===== config.mk =====
export PLATFORM = sky130hd
export DESIGN_NAME = dns_name_label_encoder
export DESIGN_NICKNAME = d
export VERILOG_FILES = /design/src/dnle_pkg.sv /design/src/dnle_ctrl.sv /design/src/dnle_dp.sv /design/src/dns_name_label_encoder.sv
export VERILOG_INCLUDE_DIRS = /design/src /design/src/src
export SDC_FILE = /design/constraint.sdc
export NUM_CORES = 1
export LEC_CHECK = 0
export BUFFER_PORTS_ARGS = -buffer_cell sky130_fd_sc_hd__buf_4
export CAP_MARGIN = 20
export CORE_AREA = 4 4 294 296
export DETAILED_ROUTE_END_ITERATION = 16
export DIE_AREA = 0 0 298 300
export HOLD_SLACK_MARGIN = 0.1
export PLACE_DENSITY = 0.56
export RECOVER_POWER = 25
export REMOVE_ABC_BUFFERS = 1
export SLEW_MARGIN = 20
export SYNTH_ARGS = -nofsm -noshare
export SYNTH_HDL_FRONTEND = slang
export SYNTH_HIERARCHICAL = 1
export SYNTH_SLANG_ARGS = --single-unit

===== constraint.sdc =====
create_clock -name clk -period 6.8 [get_ports clk]
set_input_delay 1.02 -clock clk [delete_from_list [all_inputs] [get_ports clk]]
set_output_delay 1.02 -clock clk [all_outputs]
set_load 0.02 [all_outputs]

===== src/assert_macros.svh =====
// ----------------------------------------------------------------------------
// assert_macros.svh
// Assertion helper macros shared by the label encoder RTL.
// Both macros sample on the rising edge of clk and are disabled during reset.
// ----------------------------------------------------------------------------
`ifndef ASSERT_MACROS_SVH
`define ASSERT_MACROS_SVH

`ifndef SYNTHESIS

// Check that an implication or expression holds at every clock edge.
`define ASSERT_PROP(lbl, prop, msg) \
    lbl: assert property (@(posedge clk) disable iff (!rst_n) (prop)) else $error(msg);

// Check that a condition never occurs.
`define ASSERT_NEVER(lbl, cond, msg) \
    lbl: assert property (@(posedge clk) disable iff (!rst_n) !(cond)) else $error(msg);

`else

`define ASSERT_PROP(lbl, prop, msg)
`define ASSERT_NEVER(lbl, cond, msg)

`endif

`endif


===== src/dnle_pkg.sv =====
// ----------------------------------------------------------------------------
// dnle_pkg
// Shared constants and controller/datapath interface types for the
// DNS name label encoder.
// ----------------------------------------------------------------------------
package dnle_pkg;

    localparam int LABEL_MAX = 62;
    localparam int CNT_W     = 6;
    localparam int BYTE_W    = 8;

    localparam logic [BYTE_W-1:0] DOT_CHAR  = 8'h2E;
    localparam logic [BYTE_W-1:0] ZERO_BYTE = 8'h00;

    // Operation codes of an input transaction
    localparam logic OP_CHAR = 1'b0;
    localparam logic OP_END  = 1'b1;

    // Commands from the controller to the datapath
    typedef struct packed {
        logic store;      // accept a label character
        logic start;      // accept a dot or end of name, latch the label
        logic emit_len;   // load the length byte into the output register
        logic emit_char;  // load the next stored character
        logic emit_term;  // load the zero terminator
    } dnle_cmd_t;

    // Status from the datapath to the controller
    typedef struct packed {
        logic is_flush;   // the offered input ends a label
        logic out_free;   // the output register can take a byte this cycle
        logic len_zero;   // the latched label is empty
        logic ptr_last;   // the read pointer is at the final character
        logic end_run;    // the run closes the name with a terminator
    } dnle_sts_t;

endpackage


===== src/dnle_ctrl.sv =====
// ----------------------------------------------------------------------------
// dnle_ctrl
// Controller state machine: accepts input transactions in idle and sequences
// the length byte, the stored characters and, at end of name, the terminator.
// ----------------------------------------------------------------------------
module dnle_ctrl
    import dnle_pkg::*;
(
    input  logic      clk,
    input  logic      rst_n,
    input  logic      in_valid,
    output logic      in_ready,
    input  dnle_sts_t sts,
    output dnle_cmd_t cmd
);

    typedef enum logic [3:0] {
        ST_IDLE  = 4'b0001,
        ST_LEN   = 4'b0010,
        ST_CHARS = 4'b0100,
        ST_TERM  = 4'b1000
    } state_t;

    state_t state_reg;
    state_t state_next;

    // Next state and command decode
    always_comb
    begin
        state_next = state_reg;
        cmd        = '0;
        in_ready   = 1'b0;
        case (state_reg)
            ST_IDLE:
            begin
                in_ready = 1'b1;
                if (in_valid)
                begin
                    if (sts.is_flush)
                    begin
                        cmd.start  = 1'b1;
                        state_next = ST_LEN;
                    end
                    else
                    begin
                        cmd.store = 1'b1;
                    end
                end
            end
            ST_LEN:
            begin
                if (sts.out_free)
                begin
                    cmd.emit_len = 1'b1;
                    if (!sts.len_zero)
                        state_next = ST_CHARS;
                    else if (sts.end_run)
                        state_next = ST_TERM;
                    else
                        state_next = ST_IDLE;
                end
            end
            ST_CHARS:
            begin
                if (sts.out_free)
                begin
                    cmd.emit_char = 1'b1;
                    if (sts.ptr_last)
                        state_next = sts.end_run ? ST_TERM : ST_IDLE;
                end
            end
            ST_TERM:
            begin
                if (sts.out_free)
                begin
                    cmd.emit_term = 1'b1;
                    state_next    = ST_IDLE;
                end
            end
            default:
            begin
                state_next = ST_IDLE;
            end
        endcase
    end

    // Hold the state
    always_ff @(posedge clk or negedge rst_n)
    begin
        if (!rst_n)
            state_reg <= ST_IDLE;
        else
            state_reg <= state_next;
    end

endmodule


===== src/dnle_dp.sv =====
// ----------------------------------------------------------------------------
// dnle_dp
// Datapath: label buffer memory, fill count, overflow flag, read pointer and
// the output register that drives the result channel.
// ----------------------------------------------------------------------------
`include "assert_macros.svh"

module dnle_dp
    import dnle_pkg::*;
(
    input  logic              clk,
    input  logic              rst_n,
    input  logic              operation,
    input  logic [BYTE_W-1:0] char_in,
    input  logic              out_ready,
    output logic              out_valid,
    output logic [BYTE_W-1:0] out_byte,
    output logic              last,
    output logic              overflow,
    input  dnle_cmd_t         cmd,
    output dnle_sts_t         sts
);

    logic [BYTE_W-1:0] mem [LABEL_MAX];

    logic [CNT_W-1:0]  cnt_reg, cnt_next;
    logic              ovf_reg, ovf_next;
    logic [CNT_W-1:0]  len_reg;
    logic              end_reg;
    logic              run_ovf_reg;
    logic [CNT_W-1:0]  ptr_reg, ptr_next;
    logic [CNT_W-1:0]  ptr_inc;
    logic [BYTE_W-1:0] rd_data_reg;

    logic              out_valid_reg, out_valid_next;
    logic [BYTE_W-1:0] out_byte_reg;
    logic              last_reg;
    logic              ovf_out_reg;

    logic              load;
    logic              cnt_full;
    logic [BYTE_W-1:0] byte_next;
    logic              last_next;

    assign cnt_full = (cnt_reg == CNT_W'(LABEL_MAX));
    assign ptr_inc  = ptr_reg + CNT_W'(1);
    assign load     = cmd.emit_len | cmd.emit_char | cmd.emit_term;

    // Report status to the controller
    assign sts.is_flush = (operation == OP_END) || (char_in == DOT_CHAR);
    assign sts.out_free = !out_valid_reg || out_ready;
    assign sts.len_zero = (len_reg == '0);
    assign sts.ptr_last = (ptr_inc == len_reg);
    assign sts.end_run  = end_reg;

    // Update fill count and overflow flag; a flush empties the label
    always_comb
    begin
        cnt_next = cnt_reg;
        ovf_next = ovf_reg;
        if (cmd.store)
        begin
            if (cnt_full)
                ovf_next = 1'b1;
            else
                cnt_next = cnt_reg + CNT_W'(1);
        end
        else if (cmd.start)
        begin
            cnt_next = '0;
            ovf_next = 1'b0;
        end
    end

    always_ff @(posedge clk or negedge rst_n)
    begin
        if (!rst_n)
        begin
            cnt_reg <= '0;
            ovf_reg <= 1'b0;
        end
        else
        begin
            cnt_reg <= cnt_next;
            ovf_reg <= ovf_next;
        end
    end

    // Latch the label length, run kind and overflow when a flush starts
    always_ff @(posedge clk)
    begin
        if (cmd.start)
        begin
            len_reg     <= cnt_reg;
            end_reg     <= operation;
            run_ovf_reg <= ovf_reg;
        end
    end

    // Advance the read pointer as characters leave
    always_comb
    begin
        ptr_next = ptr_reg;
        if (cmd.start)
            ptr_next = '0;
        else if (cmd.emit_char)
            ptr_next = ptr_inc;
    end

    always_ff @(posedge clk or negedge rst_n)
    begin
        if (!rst_n)
            ptr_reg <= '0;
        else
            ptr_reg <= ptr_next;
    end

    // Label buffer: write on store, registered read at the next pointer
    always_ff @(posedge clk)
    begin
        if (cmd.store && !cnt_full)
            mem[cnt_reg] <= char_in;
        if (ptr_next < CNT_W'(LABEL_MAX))
            rd_data_reg <= mem[ptr_next];
    end

    // Select the byte to load into the output register
    always_comb
    begin
        byte_next = ZERO_BYTE;
        last_next = 1'b1;
        if (cmd.emit_len)
        begin
            byte_next = BYTE_W'(len_reg);
            last_next = !end_reg && sts.len_zero;
        end
        else if (cmd.emit_char)
        begin
            byte_next = rd_data_reg;
            last_next = !end_reg && sts.ptr_last;
        end
    end

    // Output register: hold until the transaction completes
    assign out_valid_next = load ? 1'b1 : (out_ready ? 1'b0 : out_valid_reg);

    always_ff @(posedge clk or negedge rst_n)
    begin
        if (!rst_n)
            out_valid_reg <= 1'b0;
        else
            out_valid_reg <= out_valid_next;
    end

    always_ff @(posedge clk)
    begin
        if (load)
        begin
            out_byte_reg <= byte_next;
            last_reg     <= last_next;
            ovf_out_reg  <= run_ovf_reg;
        end
    end

    assign out_valid = out_valid_reg;
    assign out_byte  = out_byte_reg;
    assign last      = last_reg;
    assign overflow  = ovf_out_reg;

    // Checks
    `ASSERT_NEVER(a_cnt_range, cnt_reg > CNT_W'(LABEL_MAX), "label count above limit")
    `ASSERT_PROP(a_load_free, load |-> sts.out_free, "output loaded while occupied")
    `ASSERT_PROP(a_ptr_in_label, cmd.emit_char |-> (ptr_reg < len_reg), "read past label")
    `ASSERT_PROP(a_start_clears, cmd.start |=> (cnt_reg == '0) && !ovf_reg, "flush left label")

endmodule


===== src/dns_name_label_encoder.sv =====
// ----------------------------------------------------------------------------
// dns_name_label_encoder
// Converts a dotted host name, one character per transaction, into DNS wire
// format labels: length byte, label characters, and a zero terminator.
//
//   Channel  Handshake           Payload
//   input    in_valid/in_ready   operation, char_in
//   output   out_valid/out_ready out_byte, last, overflow
//
// A label character is written into the label buffer; a dot or end of name
// is accepted, then one byte per cycle (length, n characters, terminator
// at end of name) follows unless stalled, set by the single buffer read port.
// Input is taken only while the controller is idle; the output register lets
// the last byte of a run wait while the next input is accepted.
// A stalled output holds the run in place; reset empties the label.
// ----------------------------------------------------------------------------
module dns_name_label_encoder
    import dnle_pkg::*;
(
    input  logic              clk,
    input  logic              rst_n,
    input  logic              in_valid,
    output logic              in_ready,
    input  logic              operation,
    input  logic [BYTE_W-1:0] char_in,
    output logic              out_valid,
    input  logic              out_ready,
    output logic [BYTE_W-1:0] out_byte,
    output logic              last,
    output logic              overflow
);

    dnle_cmd_t cmd;
    dnle_sts_t sts;

    // Sequence each flush
    dnle_ctrl u_ctrl (
        .clk      (clk),
        .rst_n    (rst_n),
        .in_valid (in_valid),
        .in_ready (in_ready),
        .sts      (sts),
        .cmd      (cmd)
    );

    // Store and emit label bytes
    dnle_dp u_dp (
        .clk       (clk),
        .rst_n     (rst_n),
        .operation (operation),
        .char_in   (char_in),
        .out_ready (out_ready),
        .out_valid (out_valid),
        .out_byte  (out_byte),
        .last      (last),
        .overflow  (overflow),
        .cmd       (cmd),
        .sts       (sts)
    );

endmodule

==> flow_summary.json, run 1 <==
{
  "status": "finished, violations left",
  "violations": "capacitance limit, slew limit",
  "drt_iter0_markers": 2030,
  "ys_ff_latch": 540,
  "viasPerCell": 5.84,
  "ir_drop_mv": 0.236,
  "htreeDepth": 2,
  "power.total_mw": 7.49,
  "synth_top_area_cell": "edfxtp_1",
  "ys.flop_type": "edfxtp_1",
  "cts.sinks": 540,
  "wl_per_cell_um": 25.4,
  "drtAntennaViolNets": 0,
  "core_um2": 83600,
  "synth-edff-count": 522,
  "end_kind": "flop",
  "slew_headroom_pct": -149,
  "grtUsageTotal_pct": 17.0,
  "ctsHoldBuffers": 0,
  "gp_congestion": 0.906,
  "worstRegToRegCells": 10,
  "yosysTopAreaCellShare_pct": 62.9,
  "timing.rr.start": "u_dp/ptr_reg[0]",
  "syn_avg_cell_area_um2": 12.3,
  "fmax_ghz": 0.168,
  "critPathMaxStageDelay_ns": 1.39,
  "reg2reg_to": "u_dp/rd_data_reg[2]",
  "synth_cells": 2030,
  "cp_max_fo": 40,
  "synthArstFlopShare_pct": 3.33,
  "fp.dieArea_um2": 89400,
  "post-cts-setup-buffers": 0,
  "clock_latency_ns": 0.63,
  "yosys-top-cells-count": "edfxtp_1 (522), o21ai_0 (228), nor2_1 (187)",
  "cts-buffers-inserted": 58,
  "cts_resized": 0,
  "ys_seq_area_share_pct": 64.7,
  "path_cells": "clkbuf_1 > nor4b_1 > a41o_1 > and3_4 > buf_4 > nand2b_2 > buf_4 > o211a_1 > o22ai_1 > o211ai_1 > o311a_1 > a221oi_1 > nand4_1",
  "synth_cell_type_count": 80,
  "crit_path_top_delay_cell": "clkbuf_1",
  "r2r_slack_ns": 1.55,
  "die_y_um": 300,
  "cts.path.max_buffers": 3,
  "post-route-period-util_pct": 87.3,
  "syn_area_um2": 24900,
  "num_rows": 106,
  "fin_nets": 2007,
  "totalWireLength_um": 79400,
  "crit_top_cell": "buf_4",
  "antenna_found_initial": 3,
  "die_w_um": 298,
  "cp.arrival_ns": 6.27,
  "clk_pin_slew_worst_paths_ns": 0.06,
  "final-hold-violation-count": 0,
  "leakage_nw": 8.92,
  "slew_violations": 341,
  "layout-drive-gt1-share_pct": 9.42,
  "port_buffers": 24,
  "setup_viol": 0,
  "num_io_pins": 25,
  "grt_max_degree": 67,
  "clockRootBuffer": "clkbuf_16",
  "maxCapViolCount": 7,
  "cts_tree": "done",
  "cp.required_ns": 7.13,
  "path_class": "in2reg",
  "vias": 18200,
  "initial_core_util_pct": 29.8,
  "worst_slew_pin_slew_ns": 3.73,
  "grt_pass1_vias": 17300,
  "rsz0062_at_grt": "false",
  "fin_skew_ns": 0.0214,
  "area_growth_pct": 11.8,
  "period_minus_slack_ns": 5.94,
  "drc_errors": 0,
  "first_pass_iters": 6,
  "endpoint": "u_dp/rd_data_reg[6]",
  "crit_path_start": "char_in[6]",
  "grt_overflow_total": 0,
  "hold_path_class": "reg2reg",
  "startpoint_type": "input pin",
  "final_cells": 3120,
  "post-dp-hpwl_um": 49700,
  "cellPowerDensity_nw_per_um2": 269,
  "worstHoldStart": "u_dp/run_ovf_reg",
  "yosysMostFrequentCell": "edfxtp_1",
  "ys_warn_count": 6,
  "dp_cells": 3011,
  "synth_area_leaders": "edfxtp_1 (63%), o21ai_0 (4.6%), nor2_1 (2.8%), a21oi_1 (2.3%), nand2_1 (2.0%)",
  "grt_pass1_wl_um": 115000,
  "largest_register_ffs": 496
}
[worst max-delay path, delay by kind of cell]
family	cells	cell delay [ns]
AO/OA/AOI/OAI	6	1.65
buffers and inverters	3	2.15
AND/OR/NAND/NOR	4	1.36
[cell type report]
class,count,area (um2)
Fill cell,8155,55700
Sequential cell,540,16100
Multi-Input combinational cell,1294,7900
Clock buffer,70,1530
Tap cell,1080,1350
Timing Repair Buffer,68,465
Clock inverter,37,375
Inverter,29,111
Antenna cell,2,5.00
[power breakdown]
group          switching [mW]  internal [mW]
sequential             0.0530           3.69
clock                    1.33           1.86
combinational           0.424          0.130
total                    1.81           5.69
[stage by stage]
stage | hold WS, ns | TNS, ns | utilization, % | area [um2] | worst slack, ns
floorplan | 0.400 | -240.40 | - | 24100 | -7.81
global placement | 0.408 | 0 | 31.1 | 26000 | 1.45
detailed placement | 0.416 | 0 | 31.1 | 26000 | 1.45
CTS | 0.292 | 0 | 33.4 | 27900 | 1.55
global route | 0.431 | 0 | 33.3 | 27900 | 0.775
finish | 0.426 | 0 | 33.4 | 27900 | 0.864
[worst min-delay path by stage]
stage / to / slack [ns] / depth (start not counted)
5_1_grt: u_dp/overflow / 0.43 / 0
4_1_cts: u_dp/ovf_reg / 0.29 / 1
3_3_place_gp: u_dp/overflow / 0.41 / 0
2_1_floorplan: u_dp/overflow / 0.40 / 0
6_report: u_dp/overflow / 0.43 / 0
3_5_place_dp: u_dp/overflow / 0.42 / 0
[cell usage in the layout, fill, tap and decap left out, types with 8 or more instances in the layout]
cell type	synthesis	routed
a2111oi_0	18	18
o31ai_1	16	16
mux2_2	13	13
o22ai_1	62	61
nand4_1	18	18
o211ai_1	56	56
o22a_1	13	13
a22oi_1	8	8
nor2_1	187	186
nand2b_1	12	11
a22o_1	11	11
nand2_1	133	133
nor2b_1	29	28
buf_4	13	54
mux2i_1	29	29
a211oi_1	18	18
inv_1	24	24
nand3_1	52	52
clkinv_2	1	16
o32ai_1	9	9
edfxtp_1	522	522
clkbuf_1	69	22
o2111ai_1	9	9
clkinv_1	0	11
o311a_1	8	8
nor3_1	37	36
o211a_1	32	32
a2bb2oi_1	11	11
clkbuf_16	0	59
a21oi_1	114	114
a221oi_1	34	34
o21a_1	9	9
dfrtp_1	17	15
a32oi_1	9	9
o21ai_0	228	228
[layer usage]
metal / track usage (%) / share of wire (%) / up-vias
met5: 0 / 0.016 / -
met4: 5.97 / 3.5 / 2
met3: 3.16 / 9.0 / 160
met2: 27.1 / 46 / 934
met1: 23.3 / 42 / 9251
li1: - / - / 7865
[cells by family (layout without fill, tap and decap cells)]
family          Yosys count  count (layout)  share of synthesized area, %
mux                      48              48                          2.20
simple gates            524             524                          9.87
fa+ha+maj                 3               3                         0.151
other cells               0               2                             0
xor+xnor                 15              15                         0.663
flops                   540             540                          64.7
buf+inv                 196             204                          3.68
compound gates          704             704                          18.7
No activity file was read; power rests on OpenSTA's default activity.
==> run 2: changes to the inputs <==
==> constraint.sdc (replaced) <==
create_clock -name clk -period 6.8 [get_ports clk]
set_input_delay 0 -clock clk [delete_from_list [all_inputs] [get_ports clk]]
set_output_delay 0 -clock clk [all_outputs]
set_load 0.02 [all_outputs]
==> flow_summary.json, run 2 (synthesized netlist as in run 1, its figures left out) <==
{
  "num_rows": 106,
  "crit_path_start": "char_in[4]",
  "viasPerCell": 5.80,
  "core_um2": 83600,
  "grt_overflow_total": 0,
  "end_kind": "flop",
  "ir_drop_mv": 0.168,
  "fillCellCount": 8198,
  "largest_register_ffs": 496,
  "post-cts-setup-buffers": 0,
  "die_y_um": 300,
  "drt_iter0_markers": 2216,
  "grtUsageTotal_pct": 17.1,
  "violations": "capacitance limit, slew limit",
  "grt_max_degree": 75,
  "path_class": "in2reg",
  "worst_slack_ns": 1.47,
  "leakage_nw": 8.93,
  "fin_nets": 2015,
  "rsz0062_at_grt": "false",
  "endpoint": "u_dp/rd_data_reg[3]",
  "wl_per_cell_um": 25.4,
  "die_w_um": 298,
  "critPathMaxStageDelay_ns": 1.35,
  "fin_skew_ns": 0.0170,
  "clk_pin_slew_worst_paths_ns": 0.06,
  "num_io_pins": 25,
  "clockRootBuffer": "clkbuf_16",
  "crit_path_top_delay_cell": "clkbuf_1",
  "grt_pass1_vias": 17000,
  "layout-drive-gt1-share_pct": 8.85,
  "status": "finished, violations left",
  "final-hold-violation-count": 0,
  "period_minus_slack_ns": 5.33,
  "antenna_found_initial": 2,
  "pre_cts_ws_ns": 1.85,
  "cp_num_buf_inv": 4,
  "cellPowerDensity_nw_per_um2": 265,
  "setup_viol": 0,
  "r2r_slack_ns": 1.69,
  "initial_core_util_pct": 29.8,
  "final_cells": 3127,
  "clock_latency_ns": 0.62,
  "fmax_ghz": 0.188,
  "hold_path_class": "in2reg",
  "slew_violations": 179,
  "htreeDepth": 2,
  "path_cells": "dlygate4sd3_1 > clkbuf_1 > nor4b_1 > a41o_1 > and3_4 > buf_4 > nor2b_2 > buf_4 > nor3_1 > o31ai_1 > a31oi_1 > a2111o_1 > nand4_1 > nand4b_1",
  "startpoint_type": "input pin",
  "cts.path.max_buffers": 3,
  "fp.dieArea_um2": 89400,
  "first_pass_iters": 6,
  "worst_slew_pin_slew_ns": 3.64,
  "cts-buffers-inserted": 56,
  "grt_pass1_wl_um": 116000,
  "cp.arrival_ns": 5.67,
  "maxCapViolCount": 4,
  "vias": 18100,
  "final_cell_mix": "edfxtp_1 (522), o21ai_0 (228), nor2_1 (187)",
  "timing.rr.start": "u_ctrl/state_reg[1]",
  "port_buffers": 24,
  "post-route-period-util_pct": 78.3,
  "post-dp-hpwl_um": 49500,
  "cp_top_family": "buffers and inverters",
  "worstRegToRegCells": 12,
  "cp.required_ns": 7.15,
  "drtAntennaViolNets": 0,
  "gp_congestion": 0.896,
  "reg2reg_to": "u_dp/rd_data_reg[2]",
  "cp_max_fo": 38,
  "totalWireLength_um": 79600,
  "cts_tree": "done",
  "drc_errors": 0,
  "dp_cells": 3006,
  "cts.sinks": 540,
  "cp_num_cells": 14,
  "area_growth_pct": 12.1,
  "crit_top_cell": "buf_4",
  "fin_util_pct": 33.4,
  "mostFrequentLayoutCell": "edfxtp_1",
  "slew_headroom_pct": -142
}
## run 2: changes by cell type in the layout (fill, tap and decap cells not counted), moves of 2 or more
| cell | previous run | this run |
|---|---|---|
| buf_12 | 0 | 2 |
| clkbuf_4 | 2 | 0 |
| clkinv_1 | 11 | 15 |
| clkinv_2 | 16 | 13 |
| dlygate4sd3_1 | 0 | 13 |
| inv_6 | 2 | 0 |
## run 2: repair_timing
item / 4_1_cts / 5_1_grt
resized for setup: 0 / 0
hold endpoints to repair: 208 / 0
hold buffers: 13 / 0
## run 2: area by class of cell
cell class                 instances  area [um2]  share of cell area [%]
clock inverter                    35         347                    1.24
sequential                       540       16100                    57.7
clock buffer                      70        1500                    5.36
multi-input combinational       1294        7890                    28.3
antenna                            1        2.50                 0.00896
inverter                          29         111                   0.399
timing repair buffer              78         606                    2.17
tap                             1080        1350                    4.84
## run 2: worst min-delay path by stage
stage | start | end | slack (ns) | cells past startpoint
after floorplan | rst_n | u_ctrl/state_reg[1] | -0.30 | 0
after global placement | rst_n | u_dp/out_valid | -0.09 | 1
after detailed placement | rst_n | u_dp/out_valid | -0.09 | 1
after CTS | operation | u_dp/end_reg | 0.13 | 2
after global routing | operation | u_dp/end_reg | 0.24 | 2
final | operation | u_dp/end_reg | 0.26 | 2
## run 2: per-layer routing
layer | track usage (%) | wire [um]
met1 | 23.1 | 32200
met2 | 27.5 | 36600
met3 | 3.65 | 7850
met4 | 5.70 | 2920
met5 | 0 | 16
## run 2: metrics by stage
stage          power (mW)  hold slack (ns)  TNS, ns  area, um2
5_1_grt              7.63            0.244        0      27900
3_5_place_dp         4.36          -0.0923        0      26000
6_report             7.40            0.256        0      27900
2_1_floorplan        4.06           -0.296  -217.16      24100
3_3_place_gp         4.35          -0.0886        0      26000
4_1_cts              7.44            0.133        0      27900
## run 2: power by group
group          leakage (nW)  internal [mW]  switching [mW]
Clock                 0.905           1.82            1.28
Combinational          3.07          0.135           0.430
Sequential             4.95           3.69          0.0455
Total                  8.93           5.64            1.76
